--- src/design/lobp_pkg.sv ---
// level object byte packer: shared types and field widths
// no dependencies; used by every module of the packer
`default_nettype none

package lobp_pkg;

  localparam int unsigned ScreenW  = 5;
  localparam int unsigned CoordW   = 5;
  localparam int unsigned ObjIdW   = 6;
  localparam int unsigned FmtW     = 2;
  localparam int unsigned ByteW    = 8;
  localparam int unsigned InDataW  = 48;
  localparam int unsigned ApbAddrW = 3;

  // format codes
  localparam logic [FmtW-1:0] FMT_THREE = 2'd0;
  localparam logic [FmtW-1:0] FMT_FOUR  = 2'd1;
  localparam logic [FmtW-1:0] FMT_FIVE  = 2'd2;
  localparam logic [FmtW-1:0] FMT_SIX   = 2'd3;

  // register byte addresses
  localparam logic [ApbAddrW-1:0] REG_VERTICAL = 3'd0;

  // classified object, handed from the front to the back
  typedef struct packed {
    logic              jump;
    logic [ScreenW-1:0] screen;
    logic [ByteW-1:0]  head_byte;
    logic [ByteW-1:0]  code_byte;
    logic [ByteW-1:0]  set1;
    logic [ByteW-1:0]  set2;
    logic [ByteW-1:0]  set3;
    logic [FmtW-1:0]   fmt;
    logic              last;
  } lobp_desc_t;

endpackage

`default_nettype wire

--- src/design/lobp_front.sv ---
// front end: accepts objects, tracks the previous screen, builds descriptors
// depends on lobp_pkg
`default_nettype none

module lobp_front (
  input  wire logic                          clk_i,
  input  wire logic                          rst_ni,
  input  wire logic                          vertical_i,
  input  wire logic                          in_valid_i,
  input  wire logic                          in_ready_i,
  input  wire logic [lobp_pkg::InDataW-1:0]  in_data_i,
  input  wire logic                          in_last_i,
  output lobp_pkg::lobp_desc_t               desc_o,
  output logic                               push_o
);

  logic [lobp_pkg::ScreenW-1:0] prev_q, prev_d;
  logic [lobp_pkg::ScreenW-1:0] screen;
  logic [lobp_pkg::CoordW-1:0]  px, py, x, y;
  logic [lobp_pkg::ObjIdW-1:0]  obj;
  logic                         screen_step;

  // unpack the transfer
  assign screen = in_data_i[4:0];
  assign px     = in_data_i[9:5];
  assign py     = in_data_i[14:10];
  assign obj    = in_data_i[20:15];

  // vertical levels swap the coordinates
  assign x = vertical_i ? py : px;
  assign y = vertical_i ? px : py;

  // screen increment is compared without wrap
  assign screen_step = ({1'b0, screen} == ({1'b0, prev_q} + 6'd1));

  assign push_o = in_valid_i && in_ready_i;

  // descriptor
  always_comb begin
    desc_o.jump      = !screen_step && (screen != prev_q);
    desc_o.screen    = screen;
    desc_o.head_byte = {screen_step, obj[5:4], y};
    desc_o.code_byte = {obj[3:0], x[3:0]};
    desc_o.set1      = in_data_i[30:23];
    desc_o.set2      = in_data_i[38:31];
    desc_o.set3      = in_data_i[46:39];
    desc_o.fmt       = in_data_i[22:21];
    desc_o.last      = in_last_i;
  end

  // previous screen, cleared after a final object
  always_comb begin
    prev_d = prev_q;
    if (push_o) begin
      prev_d = in_last_i ? '0 : screen;
    end
  end

  always_ff @(posedge clk_i or negedge rst_ni) begin
    if (!rst_ni) begin
      prev_q <= '0;
    end else begin
      prev_q <= prev_d;
    end
  end

  // a jump never goes with the new-screen bit
  assert property (@(posedge clk_i) disable iff (!rst_ni)
    push_o |-> !(desc_o.jump && desc_o.head_byte[7]))
    else $error("jump and new-screen bit together");

  // a final object leaves screen zero behind
  assert property (@(posedge clk_i) disable iff (!rst_ni)
    (push_o && in_last_i) |=> (prev_q == '0))
    else $error("previous screen not cleared after final object");

  // without a transfer the screen holds
  assert property (@(posedge clk_i) disable iff (!rst_ni)
    !push_o |=> $stable(prev_q))
    else $error("previous screen changed without a transfer");

endmodule

`default_nettype wire

--- src/design/lobp_queue.sv ---
// two-entry descriptor queue between front and back
// depends on lobp_pkg
`default_nettype none

module lobp_queue (
  input  wire logic                 clk_i,
  input  wire logic                 rst_ni,
  input  wire logic                 push_i,
  input  wire lobp_pkg::lobp_desc_t desc_i,
  output logic                      ready_o,
  input  wire logic                 pop_i,
  output logic                      valid_o,
  output lobp_pkg::lobp_desc_t      desc_o
);

  lobp_pkg::lobp_desc_t mem_q [2];
  logic       wr_ptr_q, rd_ptr_q;
  logic [1:0] count_q;

  assign ready_o = (count_q != 2'd2);
  assign valid_o = (count_q != 2'd0);
  assign desc_o  = mem_q[rd_ptr_q];

  // storage
  always_ff @(posedge clk_i) begin
    if (push_i) begin
      mem_q[wr_ptr_q] <= desc_i;
    end
  end

  // pointers and fill count
  always_ff @(posedge clk_i or negedge rst_ni) begin
    if (!rst_ni) begin
      wr_ptr_q <= 1'b0;
      rd_ptr_q <= 1'b0;
      count_q  <= 2'd0;
    end else begin
      if (push_i) wr_ptr_q <= ~wr_ptr_q;
      if (pop_i)  rd_ptr_q <= ~rd_ptr_q;
      if (push_i && !pop_i) begin
        count_q <= count_q + 2'd1;
      end else if (pop_i && !push_i) begin
        count_q <= count_q - 2'd1;
      end
    end
  end

  assert property (@(posedge clk_i) disable iff (!rst_ni)
    count_q != 2'd3)
    else $error("queue overfilled");

  assert property (@(posedge clk_i) disable iff (!rst_ni)
    pop_i |-> valid_o)
    else $error("pop from empty queue");

  assert property (@(posedge clk_i) disable iff (!rst_ni)
    push_i |-> ready_o)
    else $error("push into full queue");

endmodule

`default_nettype wire

--- src/design/lobp_back.sv ---
// back end: steps through the bytes of each descriptor into an output register
// depends on lobp_pkg
`default_nettype none

module lobp_back (
  input  wire logic                        clk_i,
  input  wire logic                        rst_ni,
  input  wire logic                        q_valid_i,
  input  wire lobp_pkg::lobp_desc_t        q_desc_i,
  output logic                             pop_o,
  output logic                             out_valid_o,
  input  wire logic                        out_ready_i,
  output logic [lobp_pkg::ByteW-1:0]       out_byte_o,
  output logic                             out_last_o
);

  // byte sequencer steps
  localparam logic [3:0] STEP_JUMP_SCR = 4'd0;
  localparam logic [3:0] STEP_JUMP_LO  = 4'd1;
  localparam logic [3:0] STEP_JUMP_HI  = 4'd2;
  localparam logic [3:0] STEP_HEAD     = 4'd3;
  localparam logic [3:0] STEP_CODE     = 4'd4;
  localparam logic [3:0] STEP_SET1     = 4'd5;
  localparam logic [3:0] STEP_SET2     = 4'd6;
  localparam logic [3:0] STEP_SET3     = 4'd7;
  localparam logic [3:0] STEP_PAD      = 4'd8;
  localparam logic [3:0] STEP_TERM     = 4'd9;

  logic [3:0]                 step_q, step_d, cur_step, nxt_step;
  logic                       started_q, started_d;
  logic                       emit, done;
  logic [lobp_pkg::ByteW-1:0] cur_byte;
  logic                       out_valid_q;
  logic [lobp_pkg::ByteW-1:0] out_byte_q;
  logic                       out_last_q;

  assign cur_step = started_q ? step_q
                  : (q_desc_i.jump ? STEP_JUMP_SCR : STEP_HEAD);
  assign emit     = q_valid_i && (!out_valid_q || out_ready_i);

  // byte select and next step
  always_comb begin
    cur_byte = 8'h00;
    nxt_step = STEP_TERM;
    done     = 1'b0;
    case (cur_step)
      STEP_JUMP_SCR: begin
        cur_byte = {3'b000, q_desc_i.screen};
        nxt_step = STEP_JUMP_LO;
      end
      STEP_JUMP_LO: begin
        cur_byte = 8'h00;
        nxt_step = STEP_JUMP_HI;
      end
      STEP_JUMP_HI: begin
        cur_byte = 8'h01;
        nxt_step = STEP_HEAD;
      end
      STEP_HEAD: begin
        cur_byte = q_desc_i.head_byte;
        nxt_step = STEP_CODE;
      end
      STEP_CODE: begin
        cur_byte = q_desc_i.code_byte;
        nxt_step = STEP_SET1;
      end
      STEP_SET1: begin
        cur_byte = q_desc_i.set1;
        if (q_desc_i.fmt != lobp_pkg::FMT_THREE) begin
          nxt_step = STEP_SET2;
        end else begin
          done = !q_desc_i.last;
        end
      end
      STEP_SET2: begin
        cur_byte = q_desc_i.set2;
        if (q_desc_i.fmt inside {lobp_pkg::FMT_FIVE, lobp_pkg::FMT_SIX}) begin
          nxt_step = STEP_SET3;
        end else begin
          done = !q_desc_i.last;
        end
      end
      STEP_SET3: begin
        cur_byte = q_desc_i.set3;
        if (q_desc_i.fmt == lobp_pkg::FMT_SIX) begin
          nxt_step = STEP_PAD;
        end else begin
          done = !q_desc_i.last;
        end
      end
      STEP_PAD: begin
        cur_byte = 8'h00;
        done     = !q_desc_i.last;
      end
      STEP_TERM: begin
        cur_byte = 8'hFF;
        done     = 1'b1;
      end
      default: begin
        cur_byte = 8'h00;
        done     = 1'b1;
      end
    endcase
  end

  assign pop_o = emit && done;

  // sequencer state
  always_comb begin
    step_d    = step_q;
    started_d = started_q;
    if (emit) begin
      step_d    = nxt_step;
      started_d = !done;
    end
  end

  always_ff @(posedge clk_i or negedge rst_ni) begin
    if (!rst_ni) begin
      step_q    <= STEP_HEAD;
      started_q <= 1'b0;
    end else begin
      step_q    <= step_d;
      started_q <= started_d;
    end
  end

  // output register
  always_ff @(posedge clk_i or negedge rst_ni) begin
    if (!rst_ni) begin
      out_valid_q <= 1'b0;
    end else if (emit) begin
      out_valid_q <= 1'b1;
    end else if (out_ready_i) begin
      out_valid_q <= 1'b0;
    end
  end

  always_ff @(posedge clk_i) begin
    if (emit) begin
      out_byte_q <= cur_byte;
      out_last_q <= done;
    end
  end

  assign out_valid_o = out_valid_q;
  assign out_byte_o  = out_byte_q;
  assign out_last_o  = out_last_q;

  // a started object stays at the head of the queue
  assert property (@(posedge clk_i) disable iff (!rst_ni)
    started_q |-> q_valid_i)
    else $error("sequencer running without a descriptor");

  // the terminator always closes its run
  assert property (@(posedge clk_i) disable iff (!rst_ni)
    (emit && cur_step == STEP_TERM) |-> pop_o)
    else $error("terminator not last byte");

  // a pop only comes with a byte
  assert property (@(posedge clk_i) disable iff (!rst_ni)
    pop_o |=> (out_valid_q && out_last_q))
    else $error("pop without closing byte");

endmodule

`default_nettype wire

--- src/design/level_object_byte_packer_top.sv ---
// level object byte packer top: register port, front, queue and back
// depends on lobp_pkg, lobp_front, lobp_queue, lobp_back
`default_nettype none

// Takes one level object per input transfer and sends its encoded bytes, one
// byte per output transfer, with tlast on the last byte of each object. A
// screen jump (screen, 0x00, 0x01) precedes the object when its screen is
// neither the previous one nor the previous one plus one; a final object
// (input tlast) is closed by 0xFF and resets the remembered screen to 0. An
// object produces 3 to 10 bytes, sent by the single byte-per-cycle output
// sequencer unless the output stalls, when a two-entry queue lets the input
// keep accepting; objects follow one another with no gap. Register 0 at byte
// address 0 (bit 0) selects vertical levels, which swap X and Y; the user
// must write it only while the block is idle; the block does not enforce it.
module level_object_byte_packer_top (
  input  wire logic                              clk_i,
  input  wire logic                              rst_ni,
  // register port
  input  wire logic                              psel,
  input  wire logic                              penable,
  input  wire logic                              pwrite,
  input  wire logic [lobp_pkg::ApbAddrW-1:0]     paddr,
  input  wire logic [31:0]                       pwdata,
  output logic [31:0]                            prdata,
  output logic                                   pready,
  // objects in
  input  wire logic                              s_axis_tvalid,
  output logic                                   s_axis_tready,
  // screen_index[4:0], pos_x[9:5], pos_y[14:10], object_id[20:15],
  // format_code[22:21], setting_one[30:23], setting_two[38:31],
  // setting_three[46:39], zero[47]
  input  wire logic [lobp_pkg::InDataW-1:0]      s_axis_tdata,
  input  wire logic                              s_axis_tlast,
  // bytes out
  output logic                                   m_axis_tvalid,
  input  wire logic                              m_axis_tready,
  // out_byte[7:0]
  output logic [lobp_pkg::ByteW-1:0]             m_axis_tdata,
  output logic                                   m_axis_tlast
);

  logic                 vertical_q;
  logic                 push, pop, q_ready, q_valid;
  lobp_pkg::lobp_desc_t front_desc, q_desc;

  // register port
  assign pready = 1'b1;
  assign prdata = (paddr == lobp_pkg::REG_VERTICAL) ? {31'd0, vertical_q} : 32'd0;

  always_ff @(posedge clk_i or negedge rst_ni) begin
    if (!rst_ni) begin
      vertical_q <= 1'b0;
    end else if (psel && penable && pwrite && paddr == lobp_pkg::REG_VERTICAL) begin
      vertical_q <= pwdata[0];
    end
  end

  assign s_axis_tready = q_ready;

  lobp_front u_front (
    .clk_i      (clk_i),
    .rst_ni     (rst_ni),
    .vertical_i (vertical_q),
    .in_valid_i (s_axis_tvalid),
    .in_ready_i (q_ready),
    .in_data_i  (s_axis_tdata),
    .in_last_i  (s_axis_tlast),
    .desc_o     (front_desc),
    .push_o     (push)
  );

  lobp_queue u_queue (
    .clk_i   (clk_i),
    .rst_ni  (rst_ni),
    .push_i  (push),
    .desc_i  (front_desc),
    .ready_o (q_ready),
    .pop_i   (pop),
    .valid_o (q_valid),
    .desc_o  (q_desc)
  );

  lobp_back u_back (
    .clk_i       (clk_i),
    .rst_ni      (rst_ni),
    .q_valid_i   (q_valid),
    .q_desc_i    (q_desc),
    .pop_o       (pop),
    .out_valid_o (m_axis_tvalid),
    .out_ready_i (m_axis_tready),
    .out_byte_o  (m_axis_tdata),
    .out_last_o  (m_axis_tlast)
  );

endmodule

`default_nettype wire

--- config.mk ---
export PLATFORM = sky130hd
export DESIGN_NAME = level_object_byte_packer_top
export DESIGN_NICKNAME = d
export VERILOG_FILES = /design/src/design/lobp_pkg.sv /design/src/design/lobp_front.sv /design/src/design/lobp_queue.sv /design/src/design/lobp_back.sv /design/src/design/level_object_byte_packer_top.sv
export SDC_FILE = /design/constraint.sdc
export NUM_CORES = 1
export LEC_CHECK = 0
export ABC_CLOCK_PERIOD_IN_PS = 3300
export BUFFER_PORTS_ARGS = -buffer_cell sky130_fd_sc_hd__buf_2
export CAP_MARGIN = 0
export CORE_MARGIN = 8
export CORE_UTILIZATION = 48
export CTS_CLUSTER_DIAMETER = 200
export CTS_CLUSTER_SIZE = 30
export DETAILED_ROUTE_END_ITERATION = 10
export GPL_TIMING_DRIVEN = 1
export PLACE_DENSITY = 0.84
export SLEW_MARGIN = 10
export SYNTH_ARGS = -nofsm -noshare
export SYNTH_HDL_FRONTEND = slang
export SYNTH_SLANG_ARGS = --single-unit
--- constraint.sdc ---
create_clock -name clk_i -period 3.3 [get_ports clk_i]
set_input_delay 0.165 -clock clk_i [delete_from_list [all_inputs] [get_ports clk_i]]
set_output_delay 0.165 -clock clk_i [all_outputs]
set_load 0.01 [all_outputs]
==> results of run 1 <==
==> flip-flops by register name, summed over array words and instances (netlist names) <==
register and flops:
u_queue.mem_q 98, u_back.out_byte_o 8, u_front.prev_q 5, u_back.step_q 4, u_queue.count_q 2, u_back.out_last_o 1
u_back.out_valid_o 1, u_back.started_q 1, u_queue.rd_ptr_q 1, u_queue.wr_ptr_q 1, vertical_q 1
==> critical path, delay by kind of cell, from the launching register on <==
kind,cells,cell delay [ns]
fa+ha+maj,1,0.22
xor+xnor,2,0.30
flops,1,0.79
simple gates,2,0.22
compound gates,3,0.60
mux,1,0.43
==> stage by stage <==
step | util (%) | instance area, µm² | hold WS, ns | worst slack, ns | power [mW]
3_3_place_gp | 52.2 | 5930 | 0.0993 | 0.789 | 3.82
6_report | 61.3 | 6970 | 0.0201 | 0.652 | 6.01
3_5_place_dp | 52.2 | 5930 | 0.115 | 0.694 | 3.91
4_1_cts | 61.3 | 6970 | 0.00823 | 0.663 | 6.01
5_1_grt | 61.3 | 6970 | 0.0119 | 0.467 | 6.26
2_1_floorplan | - | 5690 | -0.131 | 0.687 | 3.49
==> power by group <==
part           switching [mW]  internal [mW]  total, mW
Clock                   0.644           1.40       2.05
Sequential              0.297           2.22       2.52
Combinational           0.857          0.585       1.44
==> logic make-up (layout without fill, tap and decap cells) <==
| kind of cell | after synthesis | in the layout | synth area share (%) |
|---|---|---|---|
| fa+ha+maj | 2 | 2 | 0.449 |
| flops | 123 | 123 | 64.9 |
| simple gates | 80 | 80 | 7.70 |
| mux | 47 | 47 | 8.94 |
| other cells | 2 | 32 | 0.135 |
| compound gates | 77 | 77 | 9.29 |
| buf+inv | 58 | 154 | 6.56 |
| xor+xnor | 13 | 13 | 2.04 |
==> placed cells by master, fill, tap and decap left out, types with 10 or more instances in the layout <==
cell	netlist	routed
mux2i_1	28	28
clkbuf_16	0	17
buf_2	10	70
edfxtp_1	107	107
nand2_1	17	17
nor2_1	18	17
o21ai_0	27	27
dlygate4sd3_1	0	38
dfrtp_1	14	13
nand2b_1	10	10
conb_1	2	32
mux2_2	18	18
==> area by class of cell <==
cell class                 count  share of cell area (%)
clock buffer                  18                    6.16
clock inverter                14                    3.23
inverter                       9                   0.485
multi-input combinational    251                    24.6
sequential                   123                    51.9
tap                          143                    2.57
timing repair buffer         113                    11.0
==> metal layers <==
metal  GRT usage, %  vias to the layer above  routed length (µm)
li1               -                     1682                   -
met3           6.62                       33                1190
met2           28.7                      195                6500
met5              0                        -                   0
met4           8.65                        0                 401
met1           19.1                     1790                4850
==> timing repair <==
item | CTS | global route
endpoints found under the setup margin | 0 | 0
endpoints found under the hold margin | 89 | 0
hold buffers | 38 | 0
buffers inserted | 0 | 0
==> worst paths after layout <==
check	from	end	slack, ns	cells past startpoint
setup / recovery	u_queue.rd_ptr_q	u_queue.count_q[1]	0.65	9
hold / removal	m_axis_tready	u_back.out_valid_o	0.02	3
setup reg to reg	u_queue.rd_ptr_q	u_queue.count_q[1]	0.65	9
hold reg to reg	u_back.out_valid_o	u_back.out_valid_o	0.50	2
max in group asynchronous	rst_ni	u_back.step_q[1]	2.77	2
min in group asynchronous	rst_ni	u_front.prev_q[1]	0.22	2
==> summary.md, run 1 <==
| Metric | Value |
|---|---|
| Post-synthesis cell type count | 56 |
| Via density | 5.51 |
| Core area | 11400 µm² |
| Multi-input logic area | 1710 µm² |
| Std-Cell Rows | 39 |
| Num ports | 135 |
| Maximum vdd ir drop | 0.000671 V |
| Final clock period utilization by the worst path | 80.3% |
| Storage element area | 3620 µm² |
| Mapped Area | 5570 µm² |
| Clk slew on worst S/H paths | 0.05 ns |
| Cell type with the largest total area after synthesis | edfxtp_1 |
| Post_cts resized | 0 |
| CP cell instances | mux2i_1, a22o_1, a22oi_1, o21ai_0, nand2_1, ha_1, xor2_1, nor2_1, xor2_1 |
| Clock Latency Late Sink | 0.42 ns |
| GR Util All Layers | 17.3% |
| Seq/Total Area, Yosys | 64.9% |
| RSZ-0062 raised after global routing | false |
| Crit path max-delay cell type | dfrtp_2 |
| DRC violations left | 0 |
| Clock Path Buffers | 2 |
| Synth top area cells | edfxtp_1 58%, dfrtp_1 6.3%, mux2i_1 5.0% |
| Synth top cells by count | 107 x edfxtp_1, 34 x buf_4, 28 x mux2i_1 |
| Initial DRT Pass Iterations | 4 |
| Detail Route Antenna Nets | 0 |
| Final Max Tran Viols | 0 |
| Critical-path maximum fanout | 31 |
| Nets | 608 |
| Share of cells above drive strength 1 | 25.4% |
| CTS buffer count | 17 |
| Outcome | completed |
| Yosys reg bits | 123 |
| Hold WC Path Type | in2reg |
| Setup Skew | 0.00649 ns |
| Initial Util | 49.0% |
| Slew margin rel. | 40.1% |
| CTS tree | built |
| CTS sink cnt | 123 |
| Via count | 3700 |
| ANT cells | 0 |
| Crit path time final | 2.65 ns |
| Worst Setup End Kind | flop |
| Die ar. | 15300 µm² |
| RD Place Congestion | 0.830 |
| Gr ovfl total | 0 |
| Post-synth EDFFs | 107 |
| Area Growth Syn to Fin | 25.0% |
| Finished Layout Cells | 671 |
| Post-DP HPWL | 8070 µm |
| WL final | 12900 µm |
| Placed instance count | 601 |
| First-pass GRT wire length | 19600 µm |
| Share of the synthesized area in the top cell type | 57.7% |
| Setup TNS | 0 ns |
| Initial drt markers | 384 |
| Primary FF master, synth | edfxtp_1 |
| Power per cell area | 863 nW/µm² |
| Top-count cell post-synth | edfxtp_1 |
| Setup violators final | 0 |
| WL/cell | 19.3 µm |
| Synthesis Warnings | 0 |
| Worst-margin pin slew | 0.891 ns |
| # fillers | 784 |
| Largest net degree at the start of global routing | 50 |
| CTS H-tree lvls | 4 |
| Worst Path Arrival | 2.99 ns |
| Vias in the first global route | 3790 |
| Max stage delay on crit path | 0.79 ns |
| Max Freq | 378 MHz |
| Ys async rst share | 13.0% |
| Max_cap viols | 0 |
| Synth Instances | 402 |
| Setup Crit Path Kind | reg2reg |
| DIE HEIGHT | 124 µm |
| CP required | 3.64 ns |
| Root Driver | clkbuf_16 |
| Setup crit start kind | flop |
| PortBufs | 70 |
| Die W | 124 µm |
| Final hold vios | 0 |
| Initial antenna violation count | 0 |
| Synthesized area per cell | 13.9 µm² |
| P_leak | 2.83 nW |
| CP most frequent cell | xor2_1 |
Power figures use the tool's default switching activity.
==> run 2: changes to the inputs <==
Settings changed: ABC_AREA set to 1, ABC_CLOCK_PERIOD_IN_PS 3300 to 2400.
Clock period 3.3 ns to 2.4 ns, I/O delays scaled along.
==> run 2 against run 1 <==
Against the previous run: worst setup slack got worse by 0.33 ns; die area rose by 0.70%; fmax rose by 28%; critical path type unchanged; largest cell class unchanged.
==> summary.md, run 2 <==
| Metric | Value |
|---|---|
| CTS sink cnt | 123 (unchanged) |
| P_leak | 2.97 nW (was 2.83 nW) |
| Detail Route Antenna Nets | 0 (unchanged) |
| Synth top area cells | edfxtp_1 57%, nand2_1 10%, dfrtp_1 6.2% (was edfxtp_1 58%, dfrtp_1 6.3%, mux2i_1 5.0%) |
| Final Max Tran Viols | 0 (unchanged) |
| Setup Crit Path Kind | reg2reg (unchanged) |
| Post-route cell area | 7030 µm² (was 6970 µm²) |
| Crit path time final | 2.07 ns (was 2.65 ns) |
| Synth top cells by count | 152 x nand2_1, 107 x edfxtp_1, 34 x buf_4 (was 107 x edfxtp_1, 34 x buf_4, 28 x mux2i_1) |
| CTS H-tree lvls | 4 (unchanged) |
| Primary FF master, synth | edfxtp_1 (unchanged) |
| PortBufs | 70 (unchanged) |
| CTS buffer count | 17 (unchanged) |
| Synthesized area per cell | 11.0 µm² (was 13.9 µm²) |
| Clock Latency Late Sink | 0.40 ns (was 0.42 ns) |
| RD Place Congestion | 0.877 (was 0.830) |
| Nets | 731 (was 608) |
| R2R Setup Slk | 0.33 ns (was 0.65 ns) |
| CTS tree | built (unchanged) |
| Mapped Area | 5620 µm² (was 5570 µm²) |
| Setup Skew | 0.00741 ns (was 0.00649 ns) |
| Post-synthesis cell type count | 44 (was 56) |
| Reg2Reg Depth | 13 (was 9) |
| Max reg flops | 98 (unchanged) |
| Clock Path Buffers | 2 (unchanged) |
| Area Growth Syn to Fin | 25.2% (was 25.0%) |
| CP most frequent cell | nand2_1 (was xor2_1) |
| Clk slew on worst S/H paths | 0.05 ns (about the same) |
| Max_cap viols | 0 (unchanged) |
| Share of cells above drive strength 1 | 20.9% (was 25.4%) |
| Max stage delay on crit path | 0.53 ns (was 0.79 ns) |
| GR Util All Layers | 17.4% (was 17.3%) |
| Critical-path maximum fanout | 8 (was 31) |
| Most flops, register | u_queue.mem_q (unchanged) |
| Post-DP HPWL | 8600 µm (was 8070 µm) |
| RR Startpoint | u_queue.rd_ptr_q (unchanged) |
| Root Driver | clkbuf_16 (unchanged) |
| Worst Setup End Kind | flop (unchanged) |
| Hold WC Path Type | in2reg (unchanged) |
| Cell type with the largest total area after synthesis | edfxtp_1 (unchanged) |
| Worst Path Arrival | 2.36 ns (was 2.99 ns) |
| Seq/Total Area, Yosys | 64.4% (was 64.9%) |
| Max Freq | 482 MHz (was 378 MHz) |
| Commonest non-fill, non-tap cells in the layout | 152 x nand2_1, 107 x edfxtp_1, 70 x buf_2 (was 107 x edfxtp_1, 70 x buf_2, 38 x dlygate4sd3_1) |
| Tot Pwr | 8.16 mW (was 6.01 mW) |
| CP cell instances | inv_4, nand2_1, nand2_1, inv_1, nand3_2, nand2_1, inv_2, nand4_4, nand2_4, ha_1, a21oi_1, o21ai_0, xnor2_1 (was mux2i_1, a22o_1, a22oi_1, o21ai_0, nand2_1, ha_1, xor2_1, nor2_1, xor2_1) |
| Yosys reg bits | 123 (unchanged) |
| Hold wc startpoint | s_axis_tdata[14] (was m_axis_tready) |
| CP required | 2.69 ns (was 3.64 ns) |
| ANT cells | 0 (unchanged) |
| DRC violations left | 0 (unchanged) |
| Share of the synthesized area in the top cell type | 57.2% (was 57.7%) |
| Power per cell area | 1160 nW/µm² (was 863 nW/µm²) |
| Std-Cell Rows | 39 (unchanged) |
| RSZ-0062 raised after global routing | false (unchanged) |
| Synth Instances | 511 (was 402) |
| Outcome | completed (unchanged) |
| Hold Path Sink | u_queue.mem_q[0][39] (was u_back.out_valid_o) |
| Area after DPL | 6080 µm² (was 5930 µm²) |
| Vias in the first global route | 4180 (was 3790) |
| Final hold vios | 0 (unchanged) |
| Num ports | 135 (unchanged) |
| Final WS setup | 0.326 ns (was 0.652 ns) |
| Crit path max-delay cell type | dfrtp_1 (was dfrtp_2) |
| Gr ovfl total | 0 (unchanged) |
| Maximum vdd ir drop | 0.000620 V (was 0.000671 V) |
| Via density | 5.10 (was 5.51) |
| Die W | 124 µm (about the same) |
| Initial Util | 49.2% (was 49.0%) |
| Setup crit start kind | flop (unchanged) |
| First-pass GRT wire length | 20700 µm (was 19600 µm) |
| Initial DRT Pass Iterations | 7 (was 4) |
| Reg-to-Reg End | u_queue.count_q[1] (unchanged) |
| Synthesis Warnings | 0 (unchanged) |
| DIE HEIGHT | 124 µm (about the same) |
| Pre-CTS setup slack | 0.227 ns (was 0.694 ns) |
| Initial antenna violation count | 0 (unchanged) |
| Final clock period utilization by the worst path | 86.4% (was 80.3%) |
| Setup violators final | 0 (unchanged) |
| Via count | 4050 (was 3700) |
| Most common cell after layout, fill and taps aside | nand2_1 (was edfxtp_1) |
| Worst hold stages | 3 (unchanged) |
| Die ar. | 15400 µm² (was 15300 µm²) |
| Top-count cell post-synth | nand2_1 (was edfxtp_1) |
| Post-synth EDFFs | 107 (unchanged) |
| Largest net degree at the start of global routing | 51 (was 50) |
| Final core utilization | 61.6% (was 61.3%) |
| WL final | 12900 µm (about the same) |
| Post-CTS Setup Inserts | 0 (unchanged) |
| Initial drt markers | 242 (was 384) |
| Ys async rst share | 13.0% (unchanged) |
| Core area | 11400 µm² (about the same) |
| WL/cell | 16.2 µm (was 19.3 µm) |
[run 2: cell types whose count changed in the layout (fill, tap and decap cells not counted), moves of 5 or more]
cell      previous run  this run
inv_1                9        33
nand2b_1            10         0
mux2_2              18         0
mux2i_1             28         6
o22ai_1              7         0
inv_2                0         5
nor3_1               3         9
nand2_1             17       152
nand3_1              6        11
a21oi_1              9        30
[run 2: metal layers]
| layer | vias up | routed length [µm] | GRT usage, % |
|---|---|---|---|
| met3 | 22 | 1160 | 4.71 |
| li1 | 1921 | - | - |
| met1 | 1923 | 4970 | 20.1 |
| met2 | 184 | 6570 | 30.8 |
| met5 | - | 0 | 0 |
| met4 | 0 | 187 | 5.72 |
[run 2: timing repair]
action                                  CTS  global route
endpoints found under the setup margin    0             1
hold endpoints to repair                 92             0
hold buffers                             41             0
gates resized for setup                   0             1
[run 2: power breakdown]
group,internal (mW),total (mW),switching (mW),leakage (nW)
clock,1.51,2.35,0.841,0.258
sequential,3.07,3.35,0.279,1.19
combinational,0.831,2.47,1.64,1.52
total,5.40,8.16,2.76,2.97
[run 2: layout make-up]
class                   instances  area (µm²)
clock inverters                10         100
multi-input cells             334        1660
clock buffers                  22         444
repair buffers                123         888
flip-flops and latches        123        3620
inverters                      39         149
well taps                     143         179
fillers                       871        4390
[run 2: logic make-up after synthesis]
kind of cell	count (synthesis)	synth area share, %
other	2	0.134
AND/OR/NAND/NOR	219	17.8
XOR/XNOR	8	1.25
adder cells (fa/ha/maj)	2	0.445
flip-flops	123	64.4
multiplexers	6	1.07
buffers and inverters	84	8.44
AO/OA/AOI/OAI	67	6.55
[run 2: worst max-delay path by stage]
| stage | from | endpoint | slack [ns] | depth (start not counted) |
|---|---|---|---|---|
| floorplan | u_queue.count_q[0] | u_queue.mem_q[1][0] | -0.04 | 4 |
| global placement | u_back.started_q | u_queue.count_q[1] | 0.28 | 9 |
| detailed placement | u_back.started_q | u_queue.count_q[1] | 0.23 | 9 |
| CTS | u_back.started_q | u_queue.count_q[1] | 0.23 | 9 |
| global route | u_queue.rd_ptr_q | u_queue.count_q[1] | 0.12 | 13 |
| finish | u_queue.rd_ptr_q | u_queue.count_q[1] | 0.33 | 13 |
[run 2: metrics by stage]
step / TNS, ns / instances / hold slack (ns)
floorplan: -3.36 / 541 / -0.176
global placement: 0 / 721 / 0.0950
detailed placement: 0 / 721 / 0.100
CTS: 0 / 794 / 0.0267
global route: 0 / 794 / 0.0394
finish: 0 / 794 / 0.0257
[run 2: critical path, delay by kind of cell, from the launching register on]
kind / cells / cell delay [ns]
and+or+nand+nor: 6 / 0.47
AOI/OAI and AO/OA: 2 / 0.22
adders and majority gates: 1 / 0.30
buffers and inverters: 3 / 0.28
DFF: 1 / 0.53
xor gates and xnor gates: 1 / 0.13
==> run 3: changes to the inputs <==
==> constraint.sdc (replaced) <==
create_clock -name clk_i -period 2.4 [get_ports clk_i]
set_input_delay 0.48 -clock clk_i [delete_from_list [all_inputs] [get_ports clk_i]]
set_output_delay 0.48 -clock clk_i [all_outputs]
set_load 0.01 [all_outputs]
==> run 3 against run 2 <==
Against the previous run: cell area decreased by 5.9%; critical path depth down 4; cell count down 5.3%; total power shrank 0.29%; global-route usage decreased by 0.92 points; count of clock-buffer cells in the layout is 2 lower; die area unchanged.
==> summary.md, run 3 (synthesized netlist as in run 2, its figures left out) <==
| Metric | Value |
|---|---|
| Multi-input logic area | 1660 µm² (unchanged) |
| Post-CTS Setup Inserts | 0 (unchanged) |
| CTS H-tree lvls | 4 (unchanged) |
| Critical path buffers and inverters | 0 (was 3) |
| Std-Cell Rows | 39 (unchanged) |
| Critical-path maximum fanout | 9 (was 8) |
| Top cell family by delay on the critical path | flip-flops (unchanged) |
| Largest net degree at the start of global routing | 51 (unchanged) |
| DRC violations left | 0 (unchanged) |
| PortBufs | 70 (unchanged) |
| Nets | 689 (was 731) |
| Finished Layout Cells | 752 (was 794) |
| Clock Latency Late Sink | 0.41 ns (was 0.40 ns) |
| Max reg flops | 98 (unchanged) |
| Via density | 5.14 (was 5.10) |
| Die W | 124 µm (unchanged) |
| Via count | 3869 (was 4050) |
| CTS sink cnt | 123 (unchanged) |
| Initial antenna violation count | 0 (unchanged) |
| Setup violators final | 0 (unchanged) |
| Max_cap viols | 0 (unchanged) |
| Worst Setup End Kind | flop (unchanged) |
| ANT cells | 0 (unchanged) |
| Critical Path Start | u_back.started_q (was u_queue.rd_ptr_q) |
| Detail Route Antenna Nets | 0 (unchanged) |
| Most common cell after layout, fill and taps aside | nand2_1 (unchanged) |
| DIE HEIGHT | 124 µm (unchanged) |
| Storage element area | 3620 µm² (about the same) |
| WP depth | 9 (was 13) |
| CTS buffer count | 17 (unchanged) |
| Initial Util | 49.2% (unchanged) |
| Worst Path Arrival | 2.48 ns (was 2.36 ns) |
| Post-DP HPWL | 8480 µm (was 8600 µm) |
| Crit path time final | 2.18 ns (was 2.07 ns) |
| Hold WC Path Type | in2async (was in2reg) |
| Setup crit start kind | flop (unchanged) |
| Max stage delay on crit path | 0.64 ns (was 0.53 ns) |
| # fillers | 911 (was 871) |
| P_leak | 2.80 nW (was 2.97 nW) |
| Placed instance count | 720 (was 721) |
| R2R Setup Slk | 0.22 ns (was 0.33 ns) |
| Commonest non-fill, non-tap cells in the layout | 152 x nand2_1, 107 x edfxtp_1, 70 x buf_2 (unchanged) |
| Initial drt markers | 250 (was 242) |
| CP endpoint | u_queue.count_q[1] (unchanged) |
| Crit path max-delay cell type | dfrtp_1 (unchanged) |
| RD Place Congestion | 0.848 (was 0.877) |
| Most flops, register | u_queue.mem_q (unchanged) |
| Hold Buf Count CTS | 0 (was 41) |
| CP cell instances | nand2_2, o21ai_4, nand3_1, nand4_4, nand2_4, ha_1, a21oi_1, o21ai_0, xnor2_1 (was inv_4, nand2_1, nand2_1, inv_1, nand3_2, nand2_1, inv_2, nand4_4, nand2_4, ha_1, a21oi_1, o21ai_0, xnor2_1) |
| RSZ-0062 raised after global routing | false (unchanged) |
| Gr ovfl total | 0 (unchanged) |
| Final hold vios | 0 (unchanged) |
| Clock Path Buffers | 2 (unchanged) |
| CP required | 2.70 ns (was 2.69 ns) |
| WL/cell | 16.2 µm (about the same) |
| Final Max Tran Viols | 0 (unchanged) |
| Setup Skew | 0.00832 ns (was 0.00741 ns) |
| Reg2Reg Depth | 9 (was 13) |
| Final clock period utilization by the worst path | 90.8% (was 86.4%) |
| WL final | 12200 µm (was 12900 µm) |
| Setup Crit Path Kind | reg2reg (unchanged) |
| Die ar. | 15400 µm² (unchanged) |
| GR Util All Layers | 16.5% (was 17.4%) |
| Clk slew on worst S/H paths | 0.06 ns (was 0.05 ns) |
| Max Freq | 459 MHz (was 482 MHz) |
| Core area | 11400 µm² (unchanged) |
| Share of cells above drive strength 1 | 22.8% (was 20.9%) |
| Num ports | 135 (unchanged) |
| Post_cts resized | 0 (unchanged) |
| Reg-to-Reg End | u_queue.count_q[1] (unchanged) |
| First-pass GRT wire length | 19300 µm (was 20700 µm) |
| Power per cell area | 1230 nW/µm² (was 1160 nW/µm²) |
| RR Startpoint | u_back.started_q (was u_queue.rd_ptr_q) |
| Outcome | completed (unchanged) |
| Area Growth Syn to Fin | 17.8% (was 25.2%) |
| Maximum vdd ir drop | 0.000598 V (was 0.000620 V) |
| Vias in the first global route | 4045 (was 4180) |
| Final core utilization | 58.0% (was 61.6%) |
| Initial DRT Pass Iterations | 5 (was 7) |
| Root Driver | clkbuf_16 (unchanged) |
| CTS tree | built (unchanged) |
[run 3: cell count changes in the layout (fill, tap and decap cells not counted), sizes merged]
cell | before | now
dlygate4sd3 | 41 | 0
clkbuf | 22 | 20
clkinv | 6 | 8
buf | 82 | 81
[run 3: layout make-up]
type	count	area share (%)
Sequential cell	123	54.6
Multi-Input combinational cell	334	25.0
Timing Repair Buffer	81	6.92
Clock buffer	20	6.60
Tap cell	143	2.70
Inverter	39	2.25
Clock inverter	12	1.89
[run 3: metal layers]
metal	global-route usage, %	share of wire, %	vias up
met2	28.7	50	184
li1	-	-	1849
met3	4.94	9.7	23
met5	0	0	-
met4	6.62	2.3	0
met1	18.7	38	1813
[run 3: power by group]
part           total, mW  internal [mW]  switching [mW]
logic               2.38          0.768            1.61
clock network       2.42           1.52           0.903
registers           3.34           3.07           0.274
total               8.14           5.35            2.79
[run 3: worst min path at each step]
stage	start	endpoint	slack (ns)
3_5_place_dp	rst_ni	vertical_q	0.45
3_3_place_gp	rst_ni	vertical_q	0.44
5_1_grt	rst_ni	u_queue.count_q[1]	0.03
6_report	rst_ni	vertical_q	0.02
2_1_floorplan	rst_ni	u_back.out_valid_o	0.18
4_1_cts	rst_ni	u_queue.count_q[1]	0.02
[run 3: per-stage QoR]
step,hold slack [ns],power (mW),setup slack (ns),setup TNS [ns],cell area [µm²]
after floorplan,0.184,5.05,-0.0438,-3.36,5740
after global placement,0.445,5.66,0.265,0,6060
after detailed placement,0.449,5.75,0.229,0,6060
after CTS,0.0186,8.20,0.212,0,6620
after global routing,0.0313,8.59,0.100,0,6620
final,0.0170,8.14,0.221,0,6620
[run 3: worst register-to-register path: stages (launching register included)]
cell	delay, ns
dfrtp_1	0.64
nand2_2	0.15
o21ai_4	0.23
nand3_1	0.16
nand4_4	0.16
nand2_4	0.07
ha_1	0.30
a21oi_1	0.11
o21ai_0	0.11
xnor2_1	0.13
